--- config.mk ---
export PLATFORM = sky130hd
export DESIGN_NAME = expression_tokenizer_unit_flat
export DESIGN_NICKNAME = d
export VERILOG_FILES = /design/src/exptok_pkg.sv /design/src/exptok_if.sv /design/src/expression_tokenizer_unit.sv /design/src/exptok_lexer.sv /design/src/exptok_rsp_fifo.sv /design/src/flat_wrapper.sv
export SDC_FILE = /design/constraint.sdc
export NUM_CORES = 1
export LEC_CHECK = 0
export BUFFER_PORTS_ARGS = -buffer_cell sky130_fd_sc_hd__buf_2
export CAP_MARGIN = 20
export CORE_MARGIN = 10
export CORE_UTILIZATION = 40
export DETAILED_ROUTE_END_ITERATION = 10
export GPL_TIMING_DRIVEN = 0
export SYNTH_ARGS = -nofsm -noshare
export SYNTH_HDL_FRONTEND = slang
export SYNTH_SLANG_ARGS = --single-unit
--- constraint.sdc ---
create_clock -name clock -period 5.4 [get_ports clock]
set_input_delay 0.54 -clock clock [delete_from_list [all_inputs] [get_ports clock]]
set_output_delay 0.54 -clock clock [all_outputs]
set_load 0.01 [all_outputs]
--- src/exptok_pkg.sv ---
// ----------------------------------------------------------------------------
// Expression tokenizer package
// Shared sizes, result types, name and operator tables and small helpers.
// ----------------------------------------------------------------------------
package exptok_pkg;

   // Longest expression that is counted exactly; later characters saturate.
   localparam int MAX_EXPR_LEN = 1024;
   localparam int CNT_W        = $clog2(MAX_EXPR_LEN + 1);

   // Saturation limits of the result fields.
   localparam int POS_SAT = 1023;
   localparam int LEN_SAT = 1024;

   // Result queue between the lexer and the output channel.
   localparam int RSP_DEPTH = 4;
   localparam int PTR_W     = $clog2(RSP_DEPTH);
   localparam int LVL_W     = $clog2(RSP_DEPTH + 1);

   localparam int NAME_COUNT = 16;
   localparam int FUNC_COUNT = 14;
   localparam int OP_COUNT   = 8;

   // Byte 0 of each name sits in bits 7:0.
   localparam logic [31:0] NAME_ROM [NAME_COUNT] = '{
      32'h006E6973, 32'h00736F63, 32'h006E6174, 32'h006E7463,
      32'h74727173, 32'h00776F70, 32'h00736261, 32'h00707865,
      32'h00676F6C, 32'h00006E6C, 32'h686E6973, 32'h68736F63,
      32'h686E6174, 32'h686E7463, 32'h69705F63, 32'h00655F63
   };
   localparam logic [2:0] NAME_LEN [NAME_COUNT] = '{
      3'd3, 3'd3, 3'd3, 3'd3, 3'd4, 3'd3, 3'd3, 3'd3,
      3'd3, 3'd2, 3'd4, 3'd4, 3'd4, 3'd4, 3'd4, 3'd3
   };
   localparam logic [7:0] OP_ROM [OP_COUNT] = '{
      8'h28, 8'h29, 8'h2C, 8'h2B, 8'h2D, 8'h2A, 8'h2F, 8'h5E
   };

   localparam logic [7:0] CHAR_SPACE = 8'h20;
   localparam logic [7:0] CHAR_DOT   = 8'h2E;
   localparam logic [7:0] CHAR_UNDER = 8'h5F;
   localparam logic [7:0] CHAR_0     = 8'h30;
   localparam logic [7:0] CHAR_1     = 8'h31;
   localparam logic [7:0] CHAR_9     = 8'h39;
   localparam logic [7:0] CHAR_UA    = 8'h41;
   localparam logic [7:0] CHAR_UZ    = 8'h5A;
   localparam logic [7:0] CHAR_LA    = 8'h61;
   localparam logic [7:0] CHAR_LZ    = 8'h7A;
   localparam logic [7:0] CASE_BIT   = 8'h20;

   typedef enum logic [2:0] {
      KIND_OPERATOR = 3'd0,
      KIND_NUMBER   = 3'd1,
      KIND_FUNCTION = 3'd2,
      KIND_CONSTANT = 3'd3,
      KIND_VARIABLE = 3'd4,
      KIND_INVALID  = 3'd5,
      KIND_END      = 3'd6
   } kind_type;

   typedef struct packed {
      kind_type    kind;
      logic [3:0]  code;
      logic [9:0]  position;
      logic [10:0] length;
      logic        ok;
      logic        run_last;
   } result_type;

   // Up to two result words caused by one input word, packed from first.
   typedef struct packed {
      logic [1:0] count;
      result_type first;
      result_type second;
   } lex_out_type;

   function automatic logic [9:0] sat_pos(input logic [CNT_W-1:0] v);
      logic [31:0] w;
      w = 32'(v);
      if (w > 32'(POS_SAT)) sat_pos = 10'(POS_SAT);
      else sat_pos = w[9:0];
   endfunction

   function automatic logic [10:0] sat_len(input logic [CNT_W-1:0] v);
      logic [31:0] w;
      w = 32'(v);
      if (w > 32'(LEN_SAT)) sat_len = 11'(LEN_SAT);
      else sat_len = w[10:0];
   endfunction

   // Characters that may appear in a variable name.
   function automatic logic is_var_char(input logic [7:0] c);
      is_var_char = (c == CHAR_UNDER) ||
                    (c >= CHAR_LA && c <= CHAR_LZ) ||
                    (c >= CHAR_UA && c <= CHAR_UZ) ||
                    (c >= CHAR_1 && c <= CHAR_9);
   endfunction

endpackage

--- src/exptok_if.sv ---
// ----------------------------------------------------------------------------
// Expression tokenizer channels
// Valid/ready channels for input bytes and for result words.
// ----------------------------------------------------------------------------
interface exptok_req_if;
   logic       valid;
   logic       ready;
   logic [7:0] ch;
   logic       end_req;

   modport source(output valid, output ch, output end_req, input ready);
   modport sink(input valid, input ch, input end_req, output ready);
endinterface

interface exptok_rsp_if;
   logic        valid;
   logic        ready;
   logic [2:0]  kind;
   logic [3:0]  code;
   logic [9:0]  position;
   logic [10:0] length;
   logic        ok;
   logic        run_last;

   modport source(output valid, output kind, output code, output position,
                  output length, output ok, output run_last, input ready);
   modport sink(input valid, input kind, input code, input position,
                input length, input ok, input run_last, output ready);
endinterface

--- src/expression_tokenizer_unit.sv ---
// ----------------------------------------------------------------------------
// Expression tokenizer: the result words of each accepted byte are registered in the result queue.
// Throughput: one input word per cycle; a word that ends a token word gives two results,
// and input stalls while the four-word result queue holds more than two words.
// Reset (synchronous): clears the lexer state and empties the result queue.
// ----------------------------------------------------------------------------
module expression_tokenizer_unit import exptok_pkg::*; (
   input  logic         clock,
   input  logic         reset,
   exptok_req_if.sink   req_if,
   exptok_rsp_if.source rsp_if
);

   // The lexer classifies each accepted byte against its current word
   // state combinationally. Any result words it produces, at most two,
   // are written straight into the result queue, which is the output
   // register stage. The output channel drains the queue one word a cycle while ready is high.

   logic             req_accept;
   logic             rsp_accept;
   lex_out_type      lex_out;
   result_type       head;
   logic             head_valid;
   logic [LVL_W-1:0] level;

   // Input is taken only while the queue has room for the worst case of
   // two result words, so no push can ever be lost.
   assign req_if.ready = (level <= LVL_W'(RSP_DEPTH - 2));
   assign req_accept   = req_if.valid && req_if.ready;
   assign rsp_accept   = head_valid && rsp_if.ready;

   exptok_lexer u_lexer (
      .clock   (clock),
      .reset   (reset),
      .accept  (req_accept),
      .ch      (req_if.ch),
      .end_req (req_if.end_req),
      .lex_out (lex_out)
   );

   exptok_rsp_fifo u_rsp_fifo (
      .clock      (clock),
      .reset      (reset),
      .push       (lex_out),
      .pop        (rsp_accept),
      .head       (head),
      .head_valid (head_valid),
      .level      (level)
   );

   // The head of the queue is presented directly on the output channel.
   assign rsp_if.valid    = head_valid;
   assign rsp_if.kind     = head.kind;
   assign rsp_if.code     = head.code;
   assign rsp_if.position = head.position;
   assign rsp_if.length   = head.length;
   assign rsp_if.ok       = head.ok;
   assign rsp_if.run_last = head.run_last;

   // The queue never holds more words than it has entries.
   a_level_bound: assert property (@(posedge clock) disable iff (reset)
      level <= LVL_W'(RSP_DEPTH))
      else $error("result queue level exceeds its depth");

   // An accepted end marker always leaves at least the end result queued.
   a_end_gives_result: assert property (@(posedge clock) disable iff (reset)
      (req_accept && req_if.end_req) |=> rsp_if.valid)
      else $error("end marker produced no result word");

   // With an empty queue the block must always take input.
   a_ready_when_empty: assert property (@(posedge clock) disable iff (reset)
      (level == '0) |-> req_if.ready)
      else $error("input stalled with an empty result queue");

   // An end marker always pushes its own result as the last of the word.
   a_end_pushes: assert property (@(posedge clock) disable iff (reset)
      (req_accept && req_if.end_req) |-> (lex_out.count != 2'd0))
      else $error("end marker pushed no result");

endmodule

--- src/exptok_lexer.sv ---
// ----------------------------------------------------------------------------
// Expression tokenizer lexer core
// Holds the word state and classifies one accepted byte per cycle.
// ----------------------------------------------------------------------------
module exptok_lexer import exptok_pkg::*; (
   input  logic        clock,
   input  logic        reset,
   input  logic        accept,
   input  logic [7:0]  ch,
   input  logic        end_req,
   output lex_out_type lex_out
);

   logic [CNT_W-1:0]      char_count_ff, char_count_in;
   logic [9:0]            word_start_ff, word_start_in;
   logic [CNT_W-1:0]      word_length_ff, word_length_in;
   logic                  number_valid_ff, number_valid_in;
   logic                  dot_seen_ff, dot_seen_in;
   logic                  prev_was_dot_ff, prev_was_dot_in;
   logic                  variable_valid_ff, variable_valid_in;
   logic [NAME_COUNT-1:0] name_mask_ff, name_mask_in;
   logic                  error_seen_ff, error_seen_in;

   logic [7:0]  c_fold;
   logic        is_space;
   logic        op_hit;
   logic [2:0]  op_idx;
   logic        name_hit;
   logic [3:0]  name_idx;
   logic        word_open;
   logic        tail_valid;
   logic        flush_valid;
   logic        flush_err;
   result_type  flush_res;
   result_type  tail_res;

   // Character folding and operator lookup.
   always_comb begin
      c_fold   = (ch >= CHAR_UA && ch <= CHAR_UZ) ? (ch | CASE_BIT) : ch;
      is_space = (ch == CHAR_SPACE);
      op_hit   = 1'b0;
      op_idx   = '0;
      for (int i = OP_COUNT - 1; i >= 0; i--) begin
         if (OP_ROM[i] == c_fold) begin
            op_hit = 1'b1;
            op_idx = 3'(i);
         end
      end
   end

   // Classification of the pending word, lowest matching name first.
   always_comb begin
      name_hit = 1'b0;
      name_idx = '0;
      for (int i = NAME_COUNT - 1; i >= 0; i--) begin
         if (name_mask_ff[i] && word_length_ff == CNT_W'(NAME_LEN[i])) begin
            name_hit = 1'b1;
            name_idx = 4'(i);
         end
      end
      word_open       = (word_length_ff != '0);
      flush_res       = '0;
      flush_res.position = word_start_ff;
      flush_res.length   = sat_len(word_length_ff);
      flush_err       = 1'b0;
      priority if (number_valid_ff && !prev_was_dot_ff) begin
         flush_res.kind = KIND_NUMBER;
      end else if (name_hit && name_idx < 4'(FUNC_COUNT)) begin
         flush_res.kind = KIND_FUNCTION;
         flush_res.code = name_idx;
      end else if (name_hit) begin
         flush_res.kind = KIND_CONSTANT;
         flush_res.code = name_idx - 4'(FUNC_COUNT);
      end else if (variable_valid_ff) begin
         flush_res.kind = KIND_VARIABLE;
      end else begin
         flush_res.kind = KIND_INVALID;
         flush_err      = word_open;
      end
   end

   // Result words of this byte.
   always_comb begin
      tail_valid  = end_req || (!is_space && op_hit);
      flush_valid = tail_valid && word_open;
      tail_res    = '0;
      tail_res.position = sat_pos(char_count_ff);
      tail_res.run_last = 1'b1;
      if (end_req) begin
         tail_res.kind = KIND_END;
         tail_res.ok   = !(error_seen_ff || flush_err);
      end else begin
         tail_res.kind   = KIND_OPERATOR;
         tail_res.code   = {1'b0, op_idx};
         tail_res.length = 11'd1;
      end
      lex_out = '0;
      if (accept && flush_valid) begin
         lex_out.count  = 2'd2;
         lex_out.first  = flush_res;
         lex_out.second = tail_res;
      end else if (accept && tail_valid) begin
         lex_out.count = 2'd1;
         lex_out.first = tail_res;
      end
   end

   // Next state.
   always_comb begin
      char_count_in     = char_count_ff;
      word_start_in     = word_start_ff;
      word_length_in    = word_length_ff;
      number_valid_in   = number_valid_ff;
      dot_seen_in       = dot_seen_ff;
      prev_was_dot_in   = prev_was_dot_ff;
      variable_valid_in = variable_valid_ff;
      name_mask_in      = name_mask_ff;
      error_seen_in     = error_seen_ff;
      if (accept && end_req) begin
         char_count_in     = '0;
         word_start_in     = '0;
         word_length_in    = '0;
         number_valid_in   = 1'b1;
         dot_seen_in       = 1'b0;
         prev_was_dot_in   = 1'b0;
         variable_valid_in = 1'b1;
         name_mask_in      = '1;
         error_seen_in     = 1'b0;
      end else if (accept && !is_space) begin
         if (char_count_ff >= CNT_W'(MAX_EXPR_LEN)) error_seen_in = 1'b1;
         else char_count_in = char_count_ff + CNT_W'(1);
         if (op_hit) begin
            if (flush_err) error_seen_in = 1'b1;
            word_length_in    = '0;
            number_valid_in   = 1'b1;
            dot_seen_in       = 1'b0;
            prev_was_dot_in   = 1'b0;
            variable_valid_in = 1'b1;
            name_mask_in      = '1;
         end else begin
            if (!word_open) word_start_in = sat_pos(char_count_ff);
            if (c_fold >= CHAR_0 && c_fold <= CHAR_9) begin
               prev_was_dot_in = 1'b0;
            end else if (c_fold == CHAR_DOT) begin
               if (!word_open || dot_seen_ff) number_valid_in = 1'b0;
               dot_seen_in     = 1'b1;
               prev_was_dot_in = 1'b1;
            end else begin
               number_valid_in = 1'b0;
               prev_was_dot_in = 1'b0;
            end
            if (!is_var_char(c_fold)) variable_valid_in = 1'b0;
            for (int i = 0; i < NAME_COUNT; i++) begin
               if (word_length_ff >= CNT_W'(NAME_LEN[i]) ||
                   NAME_ROM[i][8*word_length_ff[1:0] +: 8] != c_fold) begin
                  name_mask_in[i] = 1'b0;
               end
            end
            if (word_length_ff < CNT_W'(MAX_EXPR_LEN)) begin
               word_length_in = word_length_ff + CNT_W'(1);
            end
         end
      end
   end

   always_ff @(posedge clock) begin
      if (reset) begin
         char_count_ff     <= '0;
         word_start_ff     <= '0;
         word_length_ff    <= '0;
         number_valid_ff   <= 1'b1;
         dot_seen_ff       <= 1'b0;
         prev_was_dot_ff   <= 1'b0;
         variable_valid_ff <= 1'b1;
         name_mask_ff      <= '1;
         error_seen_ff     <= 1'b0;
      end else begin
         char_count_ff     <= char_count_in;
         word_start_ff     <= word_start_in;
         word_length_ff    <= word_length_in;
         number_valid_ff   <= number_valid_in;
         dot_seen_ff       <= dot_seen_in;
         prev_was_dot_ff   <= prev_was_dot_in;
         variable_valid_ff <= variable_valid_in;
         name_mask_ff      <= name_mask_in;
         error_seen_ff     <= error_seen_in;
      end
   end

endmodule

--- src/exptok_rsp_fifo.sv ---
// ----------------------------------------------------------------------------
// Expression tokenizer result queue
// Small queue that takes up to two result words per cycle and gives at most one.
// ----------------------------------------------------------------------------
module exptok_rsp_fifo import exptok_pkg::*; (
   input  logic             clock,
   input  logic             reset,
   input  lex_out_type      push,
   input  logic             pop,
   output result_type       head,
   output logic             head_valid,
   output logic [LVL_W-1:0] level
);

   result_type       entry_ff [RSP_DEPTH];
   logic [PTR_W-1:0] wr_ptr_ff, wr_ptr_in;
   logic [PTR_W-1:0] rd_ptr_ff, rd_ptr_in;
   logic [LVL_W-1:0] level_ff, level_in;
   logic [PTR_W-1:0] wr_next;

   always_comb begin
      wr_next    = wr_ptr_ff + PTR_W'(1);
      wr_ptr_in  = wr_ptr_ff + PTR_W'(push.count);
      rd_ptr_in  = rd_ptr_ff + PTR_W'(pop);
      level_in   = level_ff + LVL_W'(push.count) - LVL_W'(pop);
      head       = entry_ff[rd_ptr_ff];
      head_valid = (level_ff != '0);
      level      = level_ff;
   end

   always_ff @(posedge clock) begin
      if (push.count != 2'd0) entry_ff[wr_ptr_ff] <= push.first;
      if (push.count == 2'd2) entry_ff[wr_next] <= push.second;
   end

   always_ff @(posedge clock) begin
      if (reset) begin
         wr_ptr_ff <= '0;
         rd_ptr_ff <= '0;
         level_ff  <= '0;
      end else begin
         wr_ptr_ff <= wr_ptr_in;
         rd_ptr_ff <= rd_ptr_in;
         level_ff  <= level_in;
      end
   end

endmodule

--- src/flat_wrapper.sv ---
// flat-port wrapper written by rule: the top's interface ports become plain ports
module expression_tokenizer_unit_flat import exptok_pkg::*;
  (clock, reset, req_if_valid, req_if_ch, req_if_end_req, req_if_ready, rsp_if_valid, rsp_if_kind, rsp_if_code, rsp_if_position, rsp_if_length, rsp_if_ok, rsp_if_run_last, rsp_if_ready);
  exptok_req_if req_if_i ();
  exptok_rsp_if rsp_if_i ();
  input  logic clock;
  input  logic reset;
  input wire logic [$bits(req_if_i.valid)-1:0] req_if_valid;
  input wire logic [$bits(req_if_i.ch)-1:0] req_if_ch;
  input wire logic [$bits(req_if_i.end_req)-1:0] req_if_end_req;
  output wire logic [$bits(req_if_i.ready)-1:0] req_if_ready;
  output wire logic [$bits(rsp_if_i.valid)-1:0] rsp_if_valid;
  output wire logic [$bits(rsp_if_i.kind)-1:0] rsp_if_kind;
  output wire logic [$bits(rsp_if_i.code)-1:0] rsp_if_code;
  output wire logic [$bits(rsp_if_i.position)-1:0] rsp_if_position;
  output wire logic [$bits(rsp_if_i.length)-1:0] rsp_if_length;
  output wire logic [$bits(rsp_if_i.ok)-1:0] rsp_if_ok;
  output wire logic [$bits(rsp_if_i.run_last)-1:0] rsp_if_run_last;
  input wire logic [$bits(rsp_if_i.ready)-1:0] rsp_if_ready;
  assign req_if_i.valid = req_if_valid;
  assign req_if_i.ch = req_if_ch;
  assign req_if_i.end_req = req_if_end_req;
  assign req_if_ready = req_if_i.ready;
  assign rsp_if_valid = rsp_if_i.valid;
  assign rsp_if_kind = rsp_if_i.kind;
  assign rsp_if_code = rsp_if_i.code;
  assign rsp_if_position = rsp_if_i.position;
  assign rsp_if_length = rsp_if_i.length;
  assign rsp_if_ok = rsp_if_i.ok;
  assign rsp_if_run_last = rsp_if_i.run_last;
  assign rsp_if_i.ready = rsp_if_ready;
  expression_tokenizer_unit u_core (.clock(clock), .reset(reset), .req_if(req_if_i), .rsp_if(rsp_if_i));
endmodule
==> results of run 1 <==
## worst max-delay path, cell delays in order, from the launching register on
cell,delay [ns]
dfxtp_1,0.36
clkbuf_1,0.30
inv_1,0.16
ha_1,0.15
clkbuf_1,0.41
nor4b_1,0.49
and3_1,0.22
clkbuf_1,0.27
buf_2,0.29
buf_2,0.28
buf_2,0.33
nand2_1,0.19
ha_1,0.31
inv_1,0.04
ha_1,0.18
fa_1,0.37
xor2_1,0.18
xnor2_1,0.14
nor2_1,0.05
## metrics by stage
step                      utilization [%]  hold WS, ns  instances  setup slack, ns
after global routing                 45.6        0.481       1369            0.205
after floorplan                         -        0.420        976             1.66
after CTS                            45.6        0.463       1368            0.636
final                                45.6        0.465       1369            0.542
after global placement               42.9        0.435       1334            0.664
after detailed placement             43.0        0.447       1336            0.687
## worst min path at each step
| stage | startpoint | to | cells past startpoint |
|---|---|---|---|
| floorplan | u_core.u_rsp_fifo.entry_ff[2][26]$_SDFFE_PP0P_ | u_core.u_rsp_fifo.entry_ff[2][26]$_SDFFE_PP0P_ | 2 |
| global placement | u_core.u_rsp_fifo.entry_ff[2][26]$_SDFFE_PP0P_ | u_core.u_rsp_fifo.entry_ff[2][26]$_SDFFE_PP0P_ | 2 |
| detailed placement | u_core.u_rsp_fifo.entry_ff[1][3]$_SDFFE_PP0P_ | u_core.u_rsp_fifo.entry_ff[1][3]$_SDFFE_PP0P_ | 1 |
| CTS | u_core.u_rsp_fifo.entry_ff[2][26]$_SDFFE_PP0P_ | u_core.u_rsp_fifo.entry_ff[2][26]$_SDFFE_PP0P_ | 2 |
| global route | u_core.u_rsp_fifo.entry_ff[1][12]$_SDFFE_PP0P_ | u_core.u_rsp_fifo.entry_ff[1][12]$_SDFFE_PP0P_ | 2 |
| finish | u_core.u_rsp_fifo.entry_ff[3][26]$_SDFFE_PP0P_ | u_core.u_rsp_fifo.entry_ff[3][26]$_SDFFE_PP0P_ | 2 |
## Yosys cell counts, types with 6 or more instances
| cell type | instances |
|---|---|
| a22oi_1 | 10 |
| clkbuf_1 | 43 |
| a21oi_1 | 61 |
| nand2b_1 | 6 |
| edfxtp_1 | 72 |
| o22ai_1 | 16 |
| buf_2 | 14 |
| a22o_1 | 42 |
| buf_1 | 13 |
| a31oi_1 | 8 |
| o21ai_0 | 50 |
| nor2_1 | 126 |
| xnor2_1 | 30 |
| xor2_1 | 19 |
| ha_1 | 11 |
| or3_1 | 8 |
| dfxtp_1 | 108 |
| a221oi_1 | 14 |
| and3_1 | 7 |
| inv_1 | 29 |
| mux2i_1 | 12 |
| nand3_1 | 23 |
| nor3_1 | 21 |
| and2_1 | 6 |
| mux4_2 | 30 |
| nand4_1 | 11 |
| or2_2 | 14 |
| nand2_1 | 83 |
| nor2b_1 | 11 |
## metal layers
metal / vias to the layer above / share of wire (%)
met5: - / 0
met4: 0 / 2.3
met3: 42 / 7.4
met2: 332 / 44
met1: 3841 / 46
li1: 3727 / -
## cells by family after synthesis
family | after synthesis | synth area share, %
AND/OR/NAND/NOR | 344 | 17.4
AO/OA/AOI/OAI | 246 | 17.6
flip-flops | 180 | 45.9
buffers and inverters | 103 | 4.41
XOR/XNOR | 49 | 4.55
multiplexers | 42 | 8.44
adder cells (fa/ha/maj) | 12 | 1.67
## where the power goes
part / switching [W] / internal [W]
combinational: 0.000693 / 0.000420
clock: 0.000610 / 0.000619
sequential: 0.0000680 / 0.00152
total: 0.00137 / 0.00256
## state kept, by name (all words and copies together), names as in the netlist, 2 cells and up
name and cells:
u_core.u_lexer.char_count_ff 11, u_core.u_lexer.name_mask_ff 16, u_core.u_lexer.word_length_ff 11, u_core.u_lexer.word_start_ff 10, u_core.u_rsp_fifo.entry_ff 120, u_core.u_rsp_fifo.level 3, u_core.u_rsp_fifo.rd_ptr_ff 2, u_core.u_rsp_fifo.wr_ptr_ff 2
## area by class of cell
| type | instances | area, µm² |
|---|---|---|
| Fill cell | 2224 | 12700 |
| Multi-Input combinational cell | 693 | 4690 |
| Sequential cell | 180 | 4320 |
| Tap cell | 319 | 399 |
| Clock buffer | 17 | 425 |
| Clock inverter | 15 | 160 |
| Inverter | 29 | 109 |
| Buffer | 74 | 307 |
| Timing Repair Buffer | 42 | 233 |
==> results.json, run 1 <==
{
  "synth.avg_cell_area_um2": 9.66,
  "synth_ff_type": "dfxtp_1",
  "reg2regPathDepth": 18,
  "maxSlewViolCount": 0,
  "busiest_layer": "met2",
  "die_area_mm2": 0.0301,
  "gp_congestion": 0.900,
  "core_area_mm2": 0.0233,
  "crit_path_end": "u_core.u_rsp_fifo.level[2]$_SDFF_PP0_",
  "synth_top_area_cell": "dfxtp_1",
  "period_share_pct": 90.0,
  "grt_overflow_total": 0,
  "first_iter_violations": 786,
  "hp-class": "flop to flop",
  "synth_cell_types": 69,
  "grtUsageMet1_pct": 25.7,
  "port_buffers": 39,
  "finalPower_w": 0.00393,
  "final_cell_area_mm2": 0.0106,
  "cts_made_buffers": 17,
  "grt_use_met2_pct": 27.2,
  "htreeDepth": 4,
  "regToRegSetupSlack_ns": 0.54,
  "gr-usage-met3_pct": 3.29,
  "syn_nets": 1001,
  "endpoint_kind": "flop",
  "start_kind": "flop",
  "grt_pass1_vias": 7681,
  "post_drt_wl_per_cell_um": 20.2,
  "post_cts_buffers": 0,
  "grt_use_total_pct": 18.3,
  "fin_worst_skew_ns": 0.0118,
  "vias": 7942,
  "max-vdd-ir-drop_mv": 0.178,
  "drtPass1Iterations": 5,
  "final_cell_mix": "126 x nor2_1, 108 x dfxtp_1, 83 x nand2_1",
  "synth_edf_count": 72,
  "worstMarginPinSlew_ns": 0.994,
  "grt_pass1_wl_um": 44000,
  "final_common_cell": "nor2_1",
  "finalSetupTns_ns": 0,
  "diodes": 0,
  "die_h_um": 174,
  "ctsHoldBuffers": 0,
  "power_density_mw_per_mm2": 369,
  "syn_area_mm2": 0.00943,
  "nets": 1062,
  "crit_type": "flop to flop",
  "relSlewSlack_pct": 33.3,
  "die_width_um": 174,
  "insertion_delay_ns": 0.44,
  "cts_root_buf": "clkbuf_16",
  "yosys_warnings": 0,
  "critPathLaunch": "u_core.u_lexer.word_length_ff[1]$_SDFFE_PP0P_",
  "ctsResizeCount": 0,
  "maxCapViolCount": 0,
  "io-pin-count": 45,
  "cts_tree": "done",
  "drive_gt1_share_pct": 13.6,
  "post-dp-hpwl_um": 19900,
  "place_area_mm2": 0.0100,
  "remaining_drc_errors": 0,
  "drtAntennaViolNets": 0,
  "finalSetupViolations": 0,
  "critPathArrivalTime_ns": 5.17,
  "hold_viol": 0,
  "critical_path_required_ns": 5.71,
  "syn_inst": 976,
  "leakagePower_nw": 3.84,
  "rsz0062_at_grt": "false",
  "drt-total-wl_um": 27600,
  "clk_pin_slew_ns": 0.07,
  "critical_path.max_fanout": 10,
  "clockBufferDepth": 2,
  "ys_async_sr_fraction_pct": 0,
  "vias_per_cell": 5.80,
  "outcome": "finished, final reports clean",
  "numClockSinks": 180,
  "initial_core_util_pct": 40.4,
  "r2r_end": "u_core.u_rsp_fifo.level[2]$_SDFF_PP0_",
  "grt_antenna_before_repair": 0,
  "worstReg2RegStart": "u_core.u_lexer.word_length_ff[1]$_SDFFE_PP0P_",
  "synth_top_area_share_pct": 22.9,
  "ys_top_cells_by_area": "dfxtp_1 23%, edfxtp_1 23%, mux4_2 7.2%, nor2_1 5.0%, a22o_1 3.9%",
  "seq_area_frac_synth_pct": 45.9,
  "ys_ff_latch": 180,
  "grt_max_degree": 20,
  "area_growth_syn_to_layout_pct": 12.9,
  "fin_crit_ns": 4.86,
  "rows": 56,
  "fmax_mhz": 206
}
(Power assumes the default switching activity.)
==> run 2: changes to the inputs <==
Settings changed: MAX_ROUTING_LAYER set to met4.
==> run 2 against run 1 <==
Compared with the run above: first-iteration DRC count down 2.3%; die area unchanged; non-clock buffer count unchanged; hold slack worse by 0.010 ns; sequential power about the same; final cell count unchanged; combinational power about the same; via count down 0.33%; register-to-register slack worse by 0.09 ns; utilization up 0.054 points; critical path type unchanged; largest power group unchanged.
==> results.json, run 2 (synthesis gave the netlist of run 1 again) <==
{
  "outcome": "finished, final reports clean",
  "diodes": 0,
  "critPathTopFamily": "buffers and inverters",
  "drtAntennaViolNets": 0,
  "largest_reg_flops": 120,
  "relSlewSlack_pct": 31.9,
  "die_area_mm2": 0.0301,
  "nets": 1062,
  "endpoint_kind": "flop",
  "hp-class": "flop to flop",
  "maxSlewViolCount": 0,
  "r2r_end": "u_core.u_rsp_fifo.level[2]$_SDFF_PP0_",
  "hold_viol": 0,
  "worstMarginPinSlew_ns": 1.02,
  "top_register": "u_core.u_rsp_fifo.entry_ff",
  "clockBufferDepth": 2,
  "grt_use_total_pct": 19.1,
  "final_common_cell": "nor2_1",
  "cp_slowest_cell": "nor4b_1",
  "hold_end": "u_core.u_rsp_fifo.entry_ff[3][3]$_SDFFE_PP0P_",
  "grt_pass1_vias": 7677,
  "ctsHoldBuffers": 0,
  "first_iter_violations": 768,
  "gp_congestion": 0.920,
  "htreeDepth": 4,
  "rsz0062_at_grt": "false",
  "critPathArrivalTime_ns": 5.25,
  "finalSetupViolations": 0,
  "post_cts_buffers": 0,
  "regToRegSetupSlack_ns": 0.45,
  "numClockSinks": 180,
  "drtPass1Iterations": 6,
  "max-vdd-ir-drop_mv": 0.191,
  "rows": 56,
  "worstReg2RegStart": "u_core.u_lexer.word_length_ff[1]$_SDFFE_PP0P_",
  "core_area_mm2": 0.0233,
  "ctsResizeCount": 0,
  "drive_gt1_share_pct": 13.6,
  "top_regs": "u_core.u_rsp_fifo.entry_ff (120), u_core.u_lexer.name_mask_ff (16)",
  "post-dp-hpwl_um": 19900,
  "fin_crit_ns": 4.95,
  "vias": 7916,
  "insertion_delay_ns": 0.44,
  "fin_worst_skew_ns": 0.0118,
  "die_h_um": 174,
  "worstHoldStart": "u_core.u_rsp_fifo.entry_ff[3][3]$_SDFFE_PP0P_",
  "vias_per_cell": 5.78,
  "fmax_mhz": 202,
  "cts_root_buf": "clkbuf_16",
  "post_drt_wl_per_cell_um": 20.3,
  "critPathLaunch": "u_core.u_lexer.word_length_ff[1]$_SDFFE_PP0P_",
  "critical_path.max_fanout": 10,
  "power_density_mw_per_mm2": 371,
  "initial_core_util_pct": 40.4,
  "drt-total-wl_um": 27800,
  "reg2regPathDepth": 18,
  "maxCapViolCount": 0,
  "grt_pass1_wl_um": 44700,
  "grt_overflow_total": 0,
  "io-pin-count": 45,
  "critPathBufInv": 8,
  "cts_tree": "done",
  "grt_max_degree": 19,
  "grt_antenna_before_repair": 0,
  "cp_cell_sequence": "clkbuf_1, inv_1, ha_1, clkbuf_1, nor4b_1, and3_1, clkbuf_1, buf_2, buf_2, buf_2, nand2_1, ha_1, inv_1, ha_1, fa_1, xor2_1, xnor2_1, nor2_1",
  "port_buffers": 39,
  "final_cell_mix": "126 x nor2_1, 108 x dfxtp_1, 83 x nand2_1",
  "area_growth_syn_to_layout_pct": 13.0,
  "remaining_drc_errors": 0,
  "crit_type": "flop to flop",
  "whs_path_depth": 2,
  "start_kind": "flop",
  "post-route-util_pct": 45.7,
  "cts_made_buffers": 17,
  "critical_path_required_ns": 5.71,
  "leakagePower_nw": 3.84,
  "die_width_um": 174,
  "clk_pin_slew_ns": 0.07,
  "finalSetupTns_ns": 0,
  "period_share_pct": 91.6,
  "critical-path-max-stage-delay_ns": 0.53
}
-- run 2: cell types whose count changed in the layout (fill, tap and decap cells not counted), sizes merged --
cell      delta
clkinv       -4
clkbuf       +3
clkinvlp     +2
inv          -1
-- run 2: area by class of cell --
| type | instances | area (µm²) |
|---|---|---|
| multi-input combinational | 693 | 4690 |
| sequential | 180 | 4320 |
| clock inverter | 12 | 109 |
| fill | 2255 | 12700 |
| timing repair buffer | 42 | 233 |
| buffer | 74 | 307 |
| inverter | 29 | 109 |
| tap | 319 | 399 |
| clock buffer | 20 | 489 |
-- run 2: layer usage --
metal / vias up / track usage [%] / share of wire [%] / routed length (µm)
met3: 42 / 2.70 / 6.0 / 1660
li1: 3724 / - / - / -
met1: 3837 / 26.8 / 48 / 13300
met2: 313 / 27.4 / 44 / 12300
met4: 0 / 6.68 / 2.3 / 633
met5: - / - / 0 / 0
-- run 2: worst min-delay path, cell delays in order, from the launching register on --
cell and delay, ns:
dfxtp_1 0.33, nand2_1 0.04, o21ai_0 0.05
-- run 2: how the worst max path moves through the flow --
stage | endpoint | slack, ns | cells past startpoint
detailed placement | u_core.u_rsp_fifo.level[2]$_SDFF_PP0_ | 0.63 | 18
finish | u_core.u_rsp_fifo.level[2]$_SDFF_PP0_ | 0.45 | 18
floorplan | u_core.u_rsp_fifo.level[2]$_SDFF_PP0_ | 1.66 | 18
global route | u_core.u_rsp_fifo.level[2]$_SDFF_PP0_ | 0.15 | 18
global placement | u_core.u_rsp_fifo.level[2]$_SDFF_PP0_ | 0.68 | 18
CTS | u_core.u_rsp_fifo.level[2]$_SDFF_PP0_ | 0.59 | 18
-- run 2: stage by stage --
stage	power [W]	hold slack, ns	setup slack, ns	area [µm²]	std cells
after floorplan	0.00235	0.420	1.66	9430	976
after global placement	0.00270	0.435	0.680	10000	1334
after detailed placement	0.00271	0.442	0.632	10000	1335
after CTS	0.00395	0.458	0.592	10600	1367
after global routing	0.00415	0.485	0.149	10700	1369
final	0.00395	0.455	0.454	10700	1369
-- run 2: power by group --
group	total, W	internal, W	switching (W)
logic	0.00111	0.000419	0.000693
clock network	0.00126	0.000673	0.000582
registers	0.00159	0.00152	0.0000665
total	0.00395	0.00261	0.00134
==> run 3: changes to the inputs <==
Settings changed: ABC_CLOCK_PERIOD_IN_PS set to 5400, SYNTH_HIERARCHICAL set to 1.
==> run 3 against run 2 <==
Compared with the run above: die area grew 10%; clock skew grew 0.0051 ns; clock power shrank 3%; critical path depth shrank 5; routed wire length shrank 8.3%; final cell count shrank 4.3%; combinational power grew 6%; sequential cell count is the same; fmax grew 21%; global-route usage shrank 3.3 points; area after synthesis grew 11%; critical path type unchanged; largest power group unchanged.
==> results.json, run 3 <==
{
  "htreeDepth": 4,
  "final_cell_mix": "120 x edfxtp_1, 85 x mux2_2, 81 x nor2_1",
  "top_regs": "u_core/u_rsp_fifo/entry_ff (120), u_core/u_lexer/name_mask_ff (16)",
  "initial_core_util_pct": 40.5,
  "switchingPower_w": 0.00133,
  "grt_pass1_wl_um": 40300,
  "port_buffers": 41,
  "synthMostInstantiatedCell": "edfxtp_1",
  "swShare_pct": 32.5,
  "crit_type": "flop to flop",
  "final_cells": 1310,
  "yosys_warnings": 6,
  "remaining_drc_errors": 0,
  "synth_top_area_share_pct": 34.3,
  "insertion_delay_ns": 0.43,
  "start_kind": "flop",
  "post_drt_wl_per_cell_um": 19.5,
  "grt_max_degree": 25,
  "seq_area_frac_synth_pct": 45.8,
  "synth_top_area_cell": "edfxtp_1",
  "vias_per_cell": 5.47,
  "fmax_mhz": 244,
  "relSlewSlack_pct": 49.6,
  "drtAntennaViolNets": 0,
  "core_area_mm2": 0.0259,
  "p_seq_share_pct": 41.6,
  "leakagePower_nw": 4.39,
  "endpoint_kind": "flop",
  "gp_congestion": 0.887,
  "numClockSinks": 180,
  "ys_top_cells_by_area": "edfxtp_1 34%, dfxtp_1 11%, mux2_2 9.1%, mux4_2 6.4%, mux2_4 4.1%",
  "area_growth_syn_to_layout_pct": 13.3,
  "drtPass1Iterations": 5,
  "hold_viol": 0,
  "drive_gt1_share_pct": 32.0,
  "cp_slowest_cell": "clkbuf_1",
  "ys_async_sr_fraction_pct": 0,
  "cts_root_buf": "clkbuf_16",
  "period_share_pct": 76.0,
  "post_cts_buffers": 0,
  "whs_path_depth": 2,
  "final_common_cell": "edfxtp_1",
  "worstMarginPinSlew_ns": 0.751,
  "clk_pin_slew_ns": 0.07,
  "hp-class": "flop to flop",
  "maxSlewViolCount": 0,
  "syn_area_mm2": 0.0105,
  "max-vdd-ir-drop_mv": 0.204,
  "critical_path_required_ns": 5.58,
  "power_frac_comb_pct": 28.7,
  "first_iter_violations": 587,
  "fin_worst_skew_ns": 0.0169,
  "synthTopCellsByCount": "120 x edfxtp_1, 85 x mux2_2, 83 x nor2_1, 60 x dfxtp_1, 48 x nand2_1",
  "post-dp-hpwl_um": 18400,
  "fillers": 2401,
  "clockBufferDepth": 2,
  "cp_cell_sequence": "clkbuf_1, inv_1, ha_1, clkbuf_1, a22oi_1, nor4_1, a221oi_1, o22ai_1, inv_1, ha_1, and3b_1, o32ai_2, mux2_2",
  "die_h_um": 182,
  "dpl.cell_count": 1278,
  "ctsHoldBuffers": 0,
  "critPathArrivalTime_ns": 4.28,
  "grt_pass1_vias": 7068,
  "critical_path.max_fanout": 10,
  "ctsResizeCount": 0,
  "grt_antenna_before_repair": 0,
  "ys_ff_latch": 180,
  "largest_reg_flops": 120,
  "regToRegSetupSlack_ns": 1.30,
  "cts_tree": "done",
  "synth.avg_cell_area_um2": 11.8,
  "power_density_mw_per_mm2": 345,
  "io-pin-count": 45,
  "drt-total-wl_um": 25500,
  "seq_area_mm2": 0.00480,
  "cts_made_buffers": 17,
  "grt_overflow_total": 0,
  "vias": 7168,
  "outcome": "finished, final reports clean",
  "synth_edf_count": 120,
  "whs_ns": 0.441,
  "critical-path-max-stage-delay_ns": 0.55,
  "synth_cell_types": 85,
  "die_width_um": 182,
  "syn_inst": 887,
  "nets": 987,
  "rsz0062_at_grt": "false",
  "synth_ff_type": "edfxtp_1",
  "p_clk_share_pct": 29.7,
  "rows": 59,
  "diodes": 0,
  "power.internal_w": 0.00277,
  "reg2regPathDepth": 13,
  "top_register": "u_core/u_rsp_fifo/entry_ff",
  "fin_crit_ns": 4.10,
  "grt_use_total_pct": 15.7,
  "finalSetupViolations": 0,
  "maxCapViolCount": 0,
  "multi_input_area_mm2": 0.00523,
  "die_area_mm2": 0.0331
}
run 3: cell families after synthesis:
kind of cell             synth area share [%]
AND/OR/NAND/NOR                          13.6
flip-flops                               45.8
multiplexers                             20.5
AO/OA/AOI/OAI                            9.76
buffers and inverters                    5.19
XOR/XNOR                                 3.61
adder cells (fa/ha/maj)                  1.50
other                                  0.0357
run 3: layout make-up:
| type | instances | area share (%) |
|---|---|---|
| sequential | 180 | 40.4 |
| buffer | 73 | 3.82 |
| timing repair buffer | 45 | 2.59 |
| multi-input combinational | 621 | 44.0 |
| clock inverter | 15 | 1.36 |
| tap | 335 | 3.53 |
| inverter | 24 | 0.758 |
| clock buffer | 17 | 3.58 |
run 3: power groups by stage:
stage | registers (W) | clock network, W | logic, W
after floorplan | 0.00172 | 0 | 0.000833
after global placement | 0.00175 | 0 | 0.00116
after detailed placement | 0.00174 | 0 | 0.00119
after CTS | 0.00171 | 0.00125 | 0.00120
after global routing | 0.00173 | 0.00129 | 0.00130
final | 0.00171 | 0.00122 | 0.00118
run 3: layer usage:
layer	vias to the layer above	part of all wire (%)	track usage, %
li1	3467	-	-
met2	175	47	24.8
met3	30	3.9	2.62
met5	-	0	-
met1	3496	48	20.6
met4	0	1.5	4.30
run 3: final timing paths:
path,start,end
worst min register to register,u_core/u_lexer/dot_seen_ff$_SDFFE_PP0P_,u_core/u_lexer/dot_seen_ff$_SDFFE_PP0P_
worst max-delay path,u_core/u_lexer/word_length_ff[0]$_SDFFE_PP0P_,u_core/u_rsp_fifo/entry_ff[1][25]$_DFFE_PP_
worst min-delay path,u_core/u_lexer/dot_seen_ff$_SDFFE_PP0P_,u_core/u_lexer/dot_seen_ff$_SDFFE_PP0P_
worst max register to register,u_core/u_lexer/word_length_ff[0]$_SDFFE_PP0P_,u_core/u_rsp_fifo/entry_ff[1][25]$_DFFE_PP_
run 3: critical path, delay by kind of cell, from the launching register on:
kind | cells | cell delay, ns
mux | 1 | 0.29
compound gates | 4 | 1.23
simple gates | 2 | 0.34
flops | 1 | 0.40
buf+inv | 4 | 1.13
fa+ha+maj | 2 | 0.47
run 3: through the flow:
stage | cell area [µm²] | util (%) | setup slack (ns) | TNS, ns | power (W)
6_report | 11900 | 45.9 | 1.30 | 0 | 0.00411
5_1_grt | 11900 | 45.9 | 1.20 | 0 | 0.00432
4_1_cts | 11900 | 45.9 | 1.44 | 0 | 0.00415
3_5_place_dp | 11300 | 43.6 | 1.46 | 0 | 0.00293
3_3_place_gp | 11200 | 43.1 | -1.70 | -65.12 | 0.00290
2_1_floorplan | 10500 | - | 0.597 | 0 | 0.00255
